$ cat src/design/swo_pkg.sv
// shared types, fixed-point constants and lookup functions for the swerve odometry block
package swo_pkg;

	localparam int NUM_WHEELS   = 4;
	localparam int QUEUE_DEPTH  = 2;
	localparam int CORDIC_STEPS = 24;

	localparam logic [17:0] DIAG_WIDTH_RESET = 18'd28836;

	localparam logic signed [33:0] Q30_PI          = 34'sd3373259426;
	localparam logic signed [33:0] Q30_HALF_PI     = 34'sd1686629713;
	localparam logic signed [33:0] Q30_QUARTER_PI  = 34'sd843314856;
	localparam logic signed [33:0] Q30_3QUARTER_PI = 34'sd2529944570;
	localparam logic signed [55:0] Q30_CORDIC_GAIN = 56'sd652032874;

	typedef enum logic {
		CMD_REPORT  = 1'b0,
		CMD_PUBLISH = 1'b1
	} cmd_t;

	// one queued item, steering angle already folded into +/- pi/2
	typedef struct packed {
		cmd_t               cmd;
		logic [1:0]         wheel;
		logic signed [23:0] speed;
		logic signed [33:0] ang;
		logic               neg;
		logic [19:0]        dt;
	} item_t;

	typedef struct packed {
		logic busy;
		logic publishing;
	} back_stat_t;

	function automatic logic [29:0] atan_q30(input logic [4:0] i);
		logic [29:0] r;
		case (i)
			5'd0:  r = 30'h3243F6A8;
			5'd1:  r = 30'h1DAC6705;
			5'd2:  r = 30'h0FADBAFC;
			5'd3:  r = 30'h07F56EA6;
			5'd4:  r = 30'h03FEAB76;
			5'd5:  r = 30'h01FFD55B;
			5'd6:  r = 30'h00FFFAAA;
			5'd7:  r = 30'h007FFF55;
			5'd8:  r = 30'h003FFFEA;
			5'd9:  r = 30'h001FFFFD;
			5'd10: r = 30'h000FFFFF;
			5'd11: r = 30'h0007FFFF;
			5'd12: r = 30'h0003FFFF;
			5'd13: r = 30'h0001FFFF;
			5'd14: r = 30'h0000FFFF;
			5'd15: r = 30'h00007FFF;
			5'd16: r = 30'h00003FFF;
			5'd17: r = 30'h00001FFF;
			5'd18: r = 30'h00000FFF;
			5'd19: r = 30'h000007FF;
			5'd20: r = 30'h000003FF;
			5'd21: r = 30'h000001FF;
			5'd22: r = 30'h000000FF;
			5'd23: r = 30'h0000007F;
			default: r = 30'h0;
		endcase
		return r;
	endfunction

	// nominal diagonal of each position in the heading sum
	function automatic logic signed [33:0] diag_offset(input logic [1:0] i);
		logic signed [33:0] r;
		case (i)
			2'd0:    r = -Q30_QUARTER_PI;
			2'd1:    r = -Q30_3QUARTER_PI;
			2'd2:    r = Q30_3QUARTER_PI;
			2'd3:    r = Q30_QUARTER_PI;
			default: r = '0;
		endcase
		return r;
	endfunction

endpackage

$ cat src/design/swo_front.sv
// input queue: accepts items, folds the steering angle and buffers them for the engine
module swo_front #(
	parameter int DEPTH = swo_pkg::QUEUE_DEPTH
) (
	input  logic                clk,
	input  logic                arst_n,
	input  logic                push,
	output logic                full,
	input  logic                command,
	input  logic [1:0]          wheel_index,
	input  logic signed [23:0]  wheel_speed,
	input  logic signed [15:0]  steer_angle,
	input  logic [19:0]         elapsed_time,
	output swo_pkg::item_t      q_item,
	output logic                q_valid,
	input  logic                q_take
);

	localparam int PW = (DEPTH > 1) ? $clog2(DEPTH) : 1;
	localparam int CW = $clog2(DEPTH + 1);

	swo_pkg::item_t     mem_q [DEPTH];
	logic [PW-1:0]      wr_ptr_q;
	logic [PW-1:0]      rd_ptr_q;
	logic [CW-1:0]      cnt_q;
	swo_pkg::item_t     item_in;
	logic signed [33:0] ang_raw;
	logic               do_push;
	logic               do_pop;

	assign ang_raw = {steer_angle[15], steer_angle, 17'b0};

	// bring the angle into +/- pi/2, remembering the sign flip
	always_comb begin
		item_in.cmd   = swo_pkg::cmd_t'(command);
		item_in.wheel = wheel_index;
		item_in.speed = wheel_speed;
		item_in.dt    = elapsed_time;
		item_in.ang   = ang_raw;
		item_in.neg   = 1'b0;
		if (ang_raw > swo_pkg::Q30_HALF_PI) begin
			item_in.ang = ang_raw - swo_pkg::Q30_PI;
			item_in.neg = 1'b1;
		end else if (ang_raw < -swo_pkg::Q30_HALF_PI) begin
			item_in.ang = ang_raw + swo_pkg::Q30_PI;
			item_in.neg = 1'b1;
		end
	end

	assign full    = (cnt_q == CW'(DEPTH));
	assign q_valid = (cnt_q != '0);
	assign q_item  = mem_q[rd_ptr_q];
	assign do_push = push & ~full;
	assign do_pop  = q_take & q_valid;

	always_ff @(posedge clk or negedge arst_n) begin
		if (!arst_n) begin
			wr_ptr_q <= '0;
			rd_ptr_q <= '0;
			cnt_q    <= '0;
		end else begin
			if (do_push) begin
				wr_ptr_q <= (wr_ptr_q == PW'(DEPTH - 1)) ? '0 : wr_ptr_q + 1'b1;
			end
			if (do_pop) begin
				rd_ptr_q <= (rd_ptr_q == PW'(DEPTH - 1)) ? '0 : rd_ptr_q + 1'b1;
			end
			if (do_push && !do_pop) begin
				cnt_q <= cnt_q + 1'b1;
			end else if (!do_push && do_pop) begin
				cnt_q <= cnt_q - 1'b1;
			end
		end
	end

	always_ff @(posedge clk) begin
		if (do_push) begin
			mem_q[wr_ptr_q] <= item_in;
		end
	end

endmodule

$ cat config.mk
export PLATFORM = sky130hd
export DESIGN_NAME = swo_front
export DESIGN_NICKNAME = d
export VERILOG_FILES = /design/src/design/swo_pkg.sv /design/src/design/swo_front.sv
export SDC_FILE = /design/constraint.sdc
export NUM_CORES = 1
export LEC_CHECK = 0
export BUFFER_PORTS_ARGS = -buffer_cell sky130_fd_sc_hd__buf_2
export CAP_MARGIN = 5
export CORE_ASPECT_RATIO = 1.5
export CORE_MARGIN = 2
export CORE_UTILIZATION = 40
export CTS_CLUSTER_DIAMETER = 120
export DETAILED_ROUTE_END_ITERATION = 7
export PLACE_DENSITY = 0.63
export SYNTH_ARGS = -nofsm -noshare
export SYNTH_HDL_FRONTEND = slang
export SYNTH_SLANG_ARGS = --single-unit
$ cat constraint.sdc
create_clock -name clk -period 9.5 [get_ports clk]
set_clock_uncertainty 0.05 [all_clocks]
set_input_delay 1.425 -clock clk [delete_from_list [all_inputs] [get_ports clk]]
set_output_delay 1.425 -clock clk [all_outputs]
set_load 0.03 [all_outputs]
======== Word-level counts from Yosys, hierarchy flattened ========
Memories as Yosys holds them, arrays and structs flattened.
Index checks and enable logic that the tools add are counted.
word-level totals
  bits in writable memories ............... 164
  memories kept ........................... 1
  bits in registers ....................... 4
  output and inout port bits .............. 84
cells by class
  $add $sub $neg .......................... 6
  equal/unequal tests ..................... 1
  bitwise gates (word level) .............. 3
  reductions and logical operators ........ 6
  mux-type cells .......................... 8
  order comparisons ....................... 2
memories
  memory  words  width  read ports  clocked after Yosys merged registers in  write ports  line             source
  mem_q   2      82     1           0                                        1            swo_front.sv:22  swo_pkg::item_t mem_q [DEPTH];
operators by type and width
  cell                    count
  $mux 35                 2
  $add 33x33->34 const B  1
  $sub 33x33->34 const B  1
  $gt 33x32->1 const B    1
  $lt 33x32->1 const B    1
  $mux 1                  4
  $mux 2                  2
  $reduce_bool 2->1       2
  $add 1x1->1 const B     2
  $add 2x1->2 const B     1
  $and 1x1->1             2
  $eq 2x2->1 const B      1
  $logic_and 1x1->1       2
  $logic_not 1->1         2
  $sub 2x1->2 const B     1
  $not 1->1               1

======== Logic depth before layout (Yosys ltp) ========
Gate-level depths: netlist of run 1.
  depth in word-level cells ............... 7
  depth in mapped cells ................... 8
  mapped depth without buffers ............ 8

======== Worst setup path before layout of run 1 ========
Ideal clock, no wire load.
  kind .................................... input to register
  from .................................... input port push
  to ...................................... memory mem_q[0][0] (netlist name), enable pin
  library setup time ...................... 492 ps
  stages .................................. 2
  setup slack ............................. 4644 ps
  required time ........................... 8958 ps
  buffers on the path ..................... 0
  arrival ................................. 4314 ps
  cells stage by stage .................... nand2_1 > nor2_1
between the ends
  cells in the longest elaborated chain, start to end .. 3
RTL lines
  what                          line             source
  from (decl)                   swo_front.sv:7   input logic push,
  $and 1x1->1                   swo_front.sv:53  assign do_push = push & ~full;
  $mux 1                        swo_front.sv:77  if (do_push) begin
  $mux 1 (not written as such)  swo_front.sv:78  mem_q[wr_ptr_q] <= item_in;
  to (decl)                     swo_front.sv:22
No other way between the ends.

==> results.py, run 1 <==
metrics = {
    "cells_and_area": {
        "multi_input_area_mm2": 0.00152,
        "layout_common_cells": "buf_2, edfxtp_1, mux2_2",
        "fillers": 1342,
        "diodes": 0,
        "area_delta_synth_final_pct": 24.0,
        "final_common_cell": "buf_2",
        "seq_area_mm2": 0.00413,
        "drive_gt1_share_pct": 51.7,
        "final_nets": 564,
    },
    "clock_tree": {
        "cts-resized-gates": 0,
        "cts.sinks": 138,
        "clk_pin_slew_ns": 0.06,
        "clock_path_buffers": 2,
        "holdBufCountCts": 0,
        "clock_latency_ns": 0.40,
        "clock-root-buffer": "clkbuf_16",
        "tritoncts": "done",
        "post-cts-setup-buffers": 0,
        "h-tree-depth": 4,
        "cts_inserted_buffers": 17,
    },
    "timing": {
        "max_clock_freq_mhz": 254,
        "slew_viol_final": 0,
        "hold_viol": 0,
        "fin_crit_ns": 3.94,
        "setup_viol": 0,
        "rsz0062_at_grt": "false",
        "worst_pin_slew_ns": 0.836,
        "maxSlewHeadroom_pct": 44.1,
        "fin_tns_setup_ns": 0,
        "fin_ws_ns": 5.56,
        "period_share_pct": 41.5,
    },
    "global_route": {
        "grt_pass1_vias": 3613,
        "grt_pass1_wl_um": 17800,
        "grt_util_all_layers_pct": 15.0,
        "antenna_found_initial": 1,
        "grt_overflow": 0,
        "grt_max_degree": 48,
    },
    "synth": {
        "ys_warn_count": 0,
        "syn_inst": 355,
        "syn_avg_cell_area_um2": 16.6,
        "syn-cell-area_mm2": 0.00588,
        "synth_cell_types": 51,
        "synth_nets": 427,
        "ys.flop_type": "edfxtp_1",
        "synth-edff-count": 134,
        "ys_seq_area_share_pct": 70.1,
        "ys_async_sr_fraction_pct": 2.90,
        "ys_ff_latch": 138,
    },
    "power_and_ir_drop": {
        "ir_drop_mv": 0.138,
        "p_leak_nw": 2.77,
        "powerDensity_mw_per_mm2": 333,
    },
    "floorplanning": {
        "die_h_um": 153,
        "core_area_mm2": 0.0145,
        "die-area_mm2": 0.0157,
        "fp-row-count": 54,
        "io_pins": 151,
        "fp.dieW_um": 103,
        "start_util_pct": 40.7,
    },
    "drt": {
        "drt-total-wl_um": 11400,
        "vias": 3419,
        "wl_per_cell_um": 16.3,
        "drt_iter0_markers": 109,
        "dr.pass1.iters": 7,
        "antenna_left": 0,
        "vias_per_cell": 4.88,
        "drc_errors": 0,
    },
    "critical_path": {
        "critPathMaxFanout": 39,
        "start_kind": "flop",
        "crit_arrival_ns": 2.47,
        "end_kind": "primary output",
        "crit_type": "reg -> out",
        "required_ns": 8.03,
    },
    "hold_path": {
        "hp-class": "reg -> reg",
    },
    "placed_design": {
        "portBuffers": 149,
        "place_congestion": 0.908,
        "post-dp-hpwl_um": 7830,
        "dp_slack_ns": 5.57,
    },
    "flow_run": {
        "drv_cap": 0,
    },
    "run_status": {
        "status": "finished clean",
    },
}
## final timing paths
path | start | to | slack, ns | cells past startpoint
worst max-delay path | rd_ptr_q$_DFFE_PN0P_ | q_item[25] | 5.56 | 3
worst min-delay path | cnt_q[1]$_DFFE_PN0P_ | cnt_q[1]$_DFFE_PN0P_ | 0.46 | 1
worst max register to register | cnt_q[0]$_DFFE_PN0P_ | mem_q[0][58]$_DFFE_PP_ | 7.15 | 4
worst min register to register | cnt_q[1]$_DFFE_PN0P_ | cnt_q[1]$_DFFE_PN0P_ | 0.46 | 1
max in group asynchronous | arst_n | rd_ptr_q$_DFFE_PN0P_ | 8.51 | 1
min in group asynchronous | arst_n | cnt_q[1]$_DFFE_PN0P_ | 0.76 | 1
## worst max-delay path: stages, from the launching register on
cell     delay [ns]
dfrtp_2        0.81
buf_4          0.57
mux2_2         0.45
buf_2          0.19
## power breakdown
group | internal (W) | switching, W
combinational | 0.000287 | 0.000588
sequential | 0.000840 | 0.0000566
clock | 0.000414 | 0.000247
## cell usage after synthesis, drive strengths merged (3+ instances only)
cell type  number  area (um^2)
edfxtp        134         4020
mux2           67          754
buf            26          179
nand2          12         45.0
inv            10         37.5
xnor2          10         87.6
xor2            9         78.8
clkbuf          8         30.0
nor2            8         30.0
ha              5         62.6
nor3            5         25.0
o21ai           5         25.0
a31oi           4         25.0
dfrtp           4          100
o22ai           4         31.3
a2111oi         3         32.5
nand2b          3         18.8
nor2b           3         18.8
o31ai           3         22.5
## logic make-up (layout without fill, tap and decap cells)
logic type | Yosys count | in the layout | synth area share [%]
DFF | 138 | 138 | 70.1
muxes | 67 | 67 | 12.8
buffers and inverters | 44 | 194 | 4.19
and+or+nand+nor | 42 | 42 | 3.61
AOI/OAI and AO/OA | 39 | 39 | 5.34
xor gates and xnor gates | 19 | 19 | 2.83
adders and majority gates | 5 | 5 | 1.06
other | 1 | 1 | 0.0637
## final cells by class
cell class | instances | area share, %
well taps | 196 | 3.36
clock inverters | 14 | 2.33
flip-flops and latches | 138 | 56.5
multi-input cells | 173 | 20.9
repair buffers | 152 | 10.5
clock buffers | 18 | 5.88
inverters | 10 | 0.514
## sequential cells by signal, indices dropped and copies added (netlist names)
name	cells
mem_q	134
rd_ptr_q	1
wr_ptr_q	1
cnt_q	2
## stage by stage
| step | cells | util (%) | power [W] | hold slack (ns) | area [um^2] |
|---|---|---|---|---|---|
| 6_report | 701 | 50.5 | 0.00243 | 0.460 | 7300 |
| 3_5_place_dp | 669 | 46.3 | 0.00180 | 0.448 | 6700 |
| 3_3_place_gp | 669 | 46.3 | 0.00179 | 0.422 | 6700 |
| 5_1_grt | 701 | 50.5 | 0.00255 | 0.507 | 7300 |
| 2_1_floorplan | 355 | - | 0.00159 | 0.407 | 5880 |
| 4_1_cts | 701 | 50.5 | 0.00247 | 0.462 | 7300 |
## metal layers
layer  global-route usage, %  part of all wire (%)
met1                    14.7                    36
met2                    27.0                    54
met3                    4.22                   5.3
met4                    8.96                   4.5
met5                       0                  0.11
(Power assumes the default switching activity.)
==> run 2: changes to the inputs <==
ABC_AREA = 1   (was default)
PLACE_DENSITY = 0.65   (was 0.63)
clock period = 3.41 ns   (was 9.5 ns; I/O delays follow)
==> run 2 against run 1 <==
Worst setup slack worse by 4.7 ns. Clock power rose to 2.8 times the previous value. Combinational power rose to 3.3 times the previous value. Synthesized cell count up 72%. Critical path depth up 2. Routed wire length up 17%. Hold slack worse by 0.21 ns. Critical path type unchanged. Largest power group is now combinational cells.
==> results.py, run 2 <==
metrics = {
    "clock_tree": {
        "clock_path_buffers": 2,
        "clk_pin_slew_ns": 0.06,
        "clock_latency_ns": 0.40,
        "clock-root-buffer": "clkbuf_16",
        "tritoncts": "done",
        "cts.sinks": 138,
        "cts_inserted_buffers": 17,
        "h-tree-depth": 4,
        "post-cts-setup-buffers": 0,
    },
    "cells_and_area": {
        "multi_input_area_mm2": 0.00176,
        "layout_common_cells": "nand2_1, buf_2, edfxtp_1",
        "reg_top3": "mem_q (134), cnt_q (2)",
        "fillers": 1403,
        "largest_reg_flops": 134,
        "final_cells": 959,
        "seq_area_mm2": 0.00413,
        "final_common_cell": "nand2_1",
        "area_delta_synth_final_pct": 23.3,
        "diodes": 0,
        "drive_gt1_share_pct": 27.0,
        "regMostFlops": "mem_q",
        "final_nets": 820,
    },
    "timing": {
        "rsz0062_at_grt": "false",
        "setup_viol": 0,
        "maxSlewHeadroom_pct": 50.2,
        "worst_pin_slew_ns": 0.747,
        "fin_tns_setup_ns": 0,
        "slew_viol_final": 0,
        "whs_ns": 0.245,
        "max_clock_freq_mhz": 399,
        "hold_viol": 0,
        "period_share_pct": 73.5,
        "fin_crit_ns": 2.51,
    },
    "synth": {
        "synthTopCellsByArea": "edfxtp_1, nand2_1, buf_4",
        "netlist_top_cells_count": "nand2_1, edfxtp_1, nor2_1",
        "ys.flop_type": "edfxtp_1",
        "synth_nets": 683,
        "synth_top_area_cell": "edfxtp_1",
        "ys_warn_count": 0,
        "ys_seq_area_share_pct": 66.3,
        "ys_ff_latch": 138,
        "syn_inst": 611,
        "synth_top_area_share_pct": 64.7,
        "synth-edff-count": 134,
        "ys_async_sr_fraction_pct": 2.90,
        "synth_cell_types": 31,
        "syn-cell-area_mm2": 0.00622,
        "syn_avg_cell_area_um2": 10.2,
        "post-synth-top-count-cell": "nand2_1",
    },
    "power_and_ir_drop": {
        "switchingPower_w": 0.00292,
        "clkPwrFrac_pct": 25.9,
        "ir_drop_mv": 0.503,
        "p_seq_share_pct": 33.9,
        "power.internal_w": 0.00423,
        "p_leak_nw": 3.50,
        "combPwrFrac_pct": 40.2,
        "power_w": 0.00715,
        "powerDensity_mw_per_mm2": 932,
        "switching_share_pct": 40.9,
    },
    "floorplanning": {
        "fp-row-count": 55,
        "die-area_mm2": 0.0166,
        "io_pins": 151,
        "core_area_mm2": 0.0151,
        "start_util_pct": 41.1,
        "fp.dieW_um": 106,
        "die_h_um": 157,
    },
    "critical_path": {
        "rr_worst_depth": 6,
        "critPathMaxFanout": 37,
        "crit_arrival_ns": 1.94,
        "path_common_cell": "nand2_1",
        "cp_top_family": "buffers and inverters",
        "cpPeakStageDelay_ns": 0.46,
        "path_buf_inv": 3,
        "crit_type": "reg -> out",
        "cp_num_cells": 5,
        "crit_slowest_cell": "inv_2",
        "path_cells": "inv_2 -> buf_12 -> nand2_1 -> nand2_1 -> buf_2",
        "end_kind": "primary output",
        "required_ns": 2.85,
        "start_kind": "flop",
    },
    "placed_design": {
        "place_congestion": 0.929,
        "place_inst": 927,
        "portBuffers": 149,
        "post-dp-hpwl_um": 9410,
    },
    "hold_path": {
        "hp-class": "in -> reg",
        "whs_path_depth": 1,
    },
    "global_route": {
        "use_met1_pct": 17.3,
        "antenna_found_initial": 0,
        "grt_max_degree": 68,
        "grt_use_met3_pct": 4.12,
        "met2_usage_pct": 31.1,
        "grt_pass1_vias": 4509,
        "busiest_layer": "met2",
        "grt_pass1_wl_um": 21500,
        "grt_overflow": 0,
        "grt_util_all_layers_pct": 16.8,
    },
    "drt": {
        "drc_errors": 0,
        "vias": 4484,
        "dr.pass1.iters": 4,
        "wl_per_cell_um": 14.0,
        "antenna_left": 0,
        "vias_per_cell": 4.68,
        "drt-total-wl_um": 13400,
        "drt_iter0_markers": 182,
    },
    "run_status": {
        "status": "finished clean",
    },
    "flow_run": {
        "drv_cap": 0,
    },
}
## run 2: cell types whose count changed after synthesis, sizes merged, moves of 4 or more
cell / before / now
nand2: 12 / 308
mux2: 67 / 0
nand3: 2 / 28
nor2: 8 / 31
inv: 10 / 30
xnor2: 10 / 1
a21oi: 1 / 7
a31oi: 4 / 0
nor3: 5 / 1
o22ai: 4 / 0
## run 2: through the flow
stage	setup WS, ns	utilization (%)	instance area, um^2
global route	0.754	50.7	7670
global placement	1.22	46.6	7060
CTS	0.820	50.7	7670
detailed placement	1.16	46.6	7060
floorplan	0.486	-	6230
finish	0.904	50.7	7670
## run 2: power groups by stage
stage / clock network, W / registers [W] / logic [W]
2_1_floorplan: 0 / 0.00245 / 0.00213
3_3_place_gp: 0 / 0.00244 / 0.00288
3_5_place_dp: 0 / 0.00246 / 0.00291
4_1_cts: 0.00189 / 0.00243 / 0.00292
5_1_grt: 0.00195 / 0.00246 / 0.00312
6_report: 0.00185 / 0.00243 / 0.00288
## run 2: final timing paths
path                                 startpoint                     end  slack (ns)
hold / removal                  wheel_speed[15]  mem_q[0][70]$_DFFE_PP_        0.24
min in group asynchronous                arst_n    cnt_q[1]$_DFFE_PN0P_        0.40
max in group asynchronous                arst_n    rd_ptr_q$_DFFE_PN0P_        2.77
setup / recovery           rd_ptr_q$_DFFE_PN0P_               q_item[1]        0.90
hold reg to reg            cnt_q[0]$_DFFE_PN0P_    cnt_q[0]$_DFFE_PN0P_        0.47
setup reg to reg           cnt_q[0]$_DFFE_PN0P_    cnt_q[1]$_DFFE_PN0P_        1.41
## run 2: per-layer routing
layer | vias up | wire (um)
met5 | - | 0
li1 | 2245 | -
met3 | 26 | 544
met1 | 2095 | 5030
met2 | 118 | 7380
met4 | 0 | 425
## run 2: logic make-up after synthesis
family                   share of synthesized area (%)
AND/OR/NAND/NOR                                   24.2
flip-flops                                        66.3
buffers and inverters                             5.61
AO/OA/AOI/OAI                                     1.09
XOR/XNOR                                          1.81
adder cells (fa/ha/maj)                           1.01
other                                           0.0603
## run 2: timing repair
action,CTS,global route
endpoints found under the setup margin,0,0
hold endpoints to repair,4,0
resized for setup,0,0
hold buffers,1,0
## run 2: layout make-up
type | count | share of cell area (%)
clock buffer | 17 | 5.54
clock inverter | 14 | 2.33
inverter | 31 | 1.52
multi-input combinational | 404 | 23.0
sequential | 138 | 53.8
tap | 199 | 3.25
timing repair buffer | 156 | 10.6
==> run 3: changes to the inputs <==
PLACE_DENSITY = 0.63   (was 0.65)
clock period = 2.5 ns   (was 3.41 ns; I/O delays follow)
==> run 3 against run 2 <==
Routed wire length up 1.5%. Largest power group unchanged. Combinational power up 38%. Critical endpoint is now q_item[46]. Largest cell class unchanged. Non-clock buffer count down 1.
==> results.py, run 3 (same netlist as run 2, synthesis figures left out) <==
metrics = {
    "run_status": {
        "status": "finished clean",
    },
    "drt": {
        "drt-total-wl_um": 13600,
        "wl_per_cell_um": 14.2,
        "dr.pass1.iters": 4,
        "vias_per_cell": 4.63,
        "drc_errors": 0,
        "antenna_left": 0,
        "drt_iter0_markers": 190,
        "vias": 4441,
    },
    "power_and_ir_drop": {
        "power_w": 0.00968,
        "ir_drop_mv": 0.488,
        "powerDensity_mw_per_mm2": 1260,
        "p_leak_nw": 3.49,
    },
    "clock_tree": {
        "clk_pin_slew_ns": 0.06,
        "cts-resized-gates": 0,
        "cts_inserted_buffers": 17,
        "post-cts-setup-buffers": 0,
        "h-tree-depth": 4,
        "clock-root-buffer": "clkbuf_16",
        "tritoncts": "done",
        "clock_latency_ns": 0.40,
        "holdBufCountCts": 1,
        "clock_path_buffers": 2,
        "cts.sinks": 138,
    },
    "timing": {
        "max_clock_freq_mhz": 472,
        "setup_viol": 0,
        "fin_tns_setup_ns": 0,
        "fin_crit_ns": 2.12,
        "hold_viol": 0,
        "worst_pin_slew_ns": 0.721,
        "slew_viol_final": 0,
        "rsz0062_at_grt": "false",
        "maxSlewHeadroom_pct": 51.4,
        "period_share_pct": 84.8,
    },
    "placed_design": {
        "placed_cell_area_mm2": 0.00710,
        "portBuffers": 149,
        "post-dp-hpwl_um": 9460,
        "place_congestion": 0.936,
        "place_inst": 926,
    },
    "global_route": {
        "grt_util_all_layers_pct": 16.8,
        "grt_pass1_vias": 4514,
        "grt_pass1_wl_um": 21600,
        "grt_overflow": 0,
        "grt_max_degree": 68,
        "antenna_found_initial": 1,
    },
    "floorplanning": {
        "die_h_um": 157,
        "start_util_pct": 41.1,
        "io_pins": 151,
        "fp.dieW_um": 106,
        "core_area_mm2": 0.0151,
        "fp-row-count": 55,
        "die-area_mm2": 0.0166,
    },
    "cells_and_area": {
        "final_nets": 819,
        "design_area_mm2": 0.00769,
        "final_cells": 959,
        "regMostFlops": "mem_q",
        "reg_top3": "mem_q (134), cnt_q (2)",
        "area_delta_synth_final_pct": 23.5,
        "final_common_cell": "nand2_1",
        "drive_gt1_share_pct": 27.2,
        "layout_common_cells": "nand2_1, buf_2, edfxtp_1",
        "diodes": 0,
        "largest_reg_flops": 134,
    },
    "critical_path": {
        "critPathMaxFanout": 27,
        "required_ns": 2.08,
        "r2r-end": "cnt_q[1]$_DFFE_PN0P_",
        "start_kind": "flop",
        "crit_arrival_ns": 1.70,
        "end_kind": "primary output",
        "r2r_slack_ns": 0.45,
        "timing.rr.start": "cnt_q[0]$_DFFE_PN0P_",
        "rr_worst_depth": 6,
        "crit_type": "reg -> out",
    },
    "hold_path": {
        "whs_endpoint": "mem_q[0][81]$_DFFE_PP_",
        "hp-class": "in -> reg",
        "min_from": "command",
        "whs_path_depth": 1,
    },
    "flow_run": {
        "drv_cap": 0,
    },
}
==> run 3: cell types whose count changed in the layout (fill, tap and decap cells not counted), sizes merged <==
cell	previous run	this run
clkinvlp	1	5
clkinv	9	5
clkbuf	17	18
inv	31	33
buf	155	154
bufinv	4	2
==> run 3: critical path: stages (launching register included) <==
cell and delay, ns:
dfrtp_2 0.42, inv_2 0.27, buf_12 0.22, nand2_1 0.06, nand2_1 0.09, buf_2 0.21
==> run 3: worst max-delay path by stage <==
stage / start / endpoint
after CTS: rd_ptr_q$_DFFE_PN0P_ / q_item[47]
after floorplan: cnt_q[1]$_DFFE_PN0P_ / mem_q[1][0]$_DFFE_PP_
after global placement: steer_angle[0] / mem_q[0][40]$_DFFE_PP_
final: rd_ptr_q$_DFFE_PN0P_ / q_item[46]
after detailed placement: steer_angle[0] / mem_q[1][40]$_DFFE_PP_
after global routing: rd_ptr_q$_DFFE_PN0P_ / q_item[46]
==> run 3: power breakdown <==
group          internal [W]  total [W]  switching, W
Clock               0.00147    0.00239      0.000922
Sequential          0.00318    0.00331      0.000132
Combinational       0.00100    0.00398       0.00298
==> run 3: per-stage QoR <==
step	hold slack, ns	setup slack, ns	utilization (%)
finish	0.109	0.379	50.8
global route	0.0817	0.250	50.8
CTS	0.0850	0.338	50.8
detailed placement	0.136	0.400	46.9
global placement	0.132	0.458	46.9
floorplan	0.0294	-0.361	-
==> run 3: layer usage <==
metal	GRT usage, %	vias up	wire (um)
met3	3.46	18	466
met2	32.9	112	7810
met5	0	-	0
met4	7.83	0	278
li1	-	2247	-
met1	16.7	2064	5030
==> run 3: layout make-up <==
| type | count | area (um^2) |
|---|---|---|
| multi-input combinational | 404 | 1760 |
| fill | 1396 | 7450 |
| sequential | 138 | 4130 |
| tap | 199 | 249 |
| clock inverter | 14 | 146 |
| clock buffer | 18 | 429 |
| timing repair buffer | 155 | 856 |
| inverter | 31 | 116 |
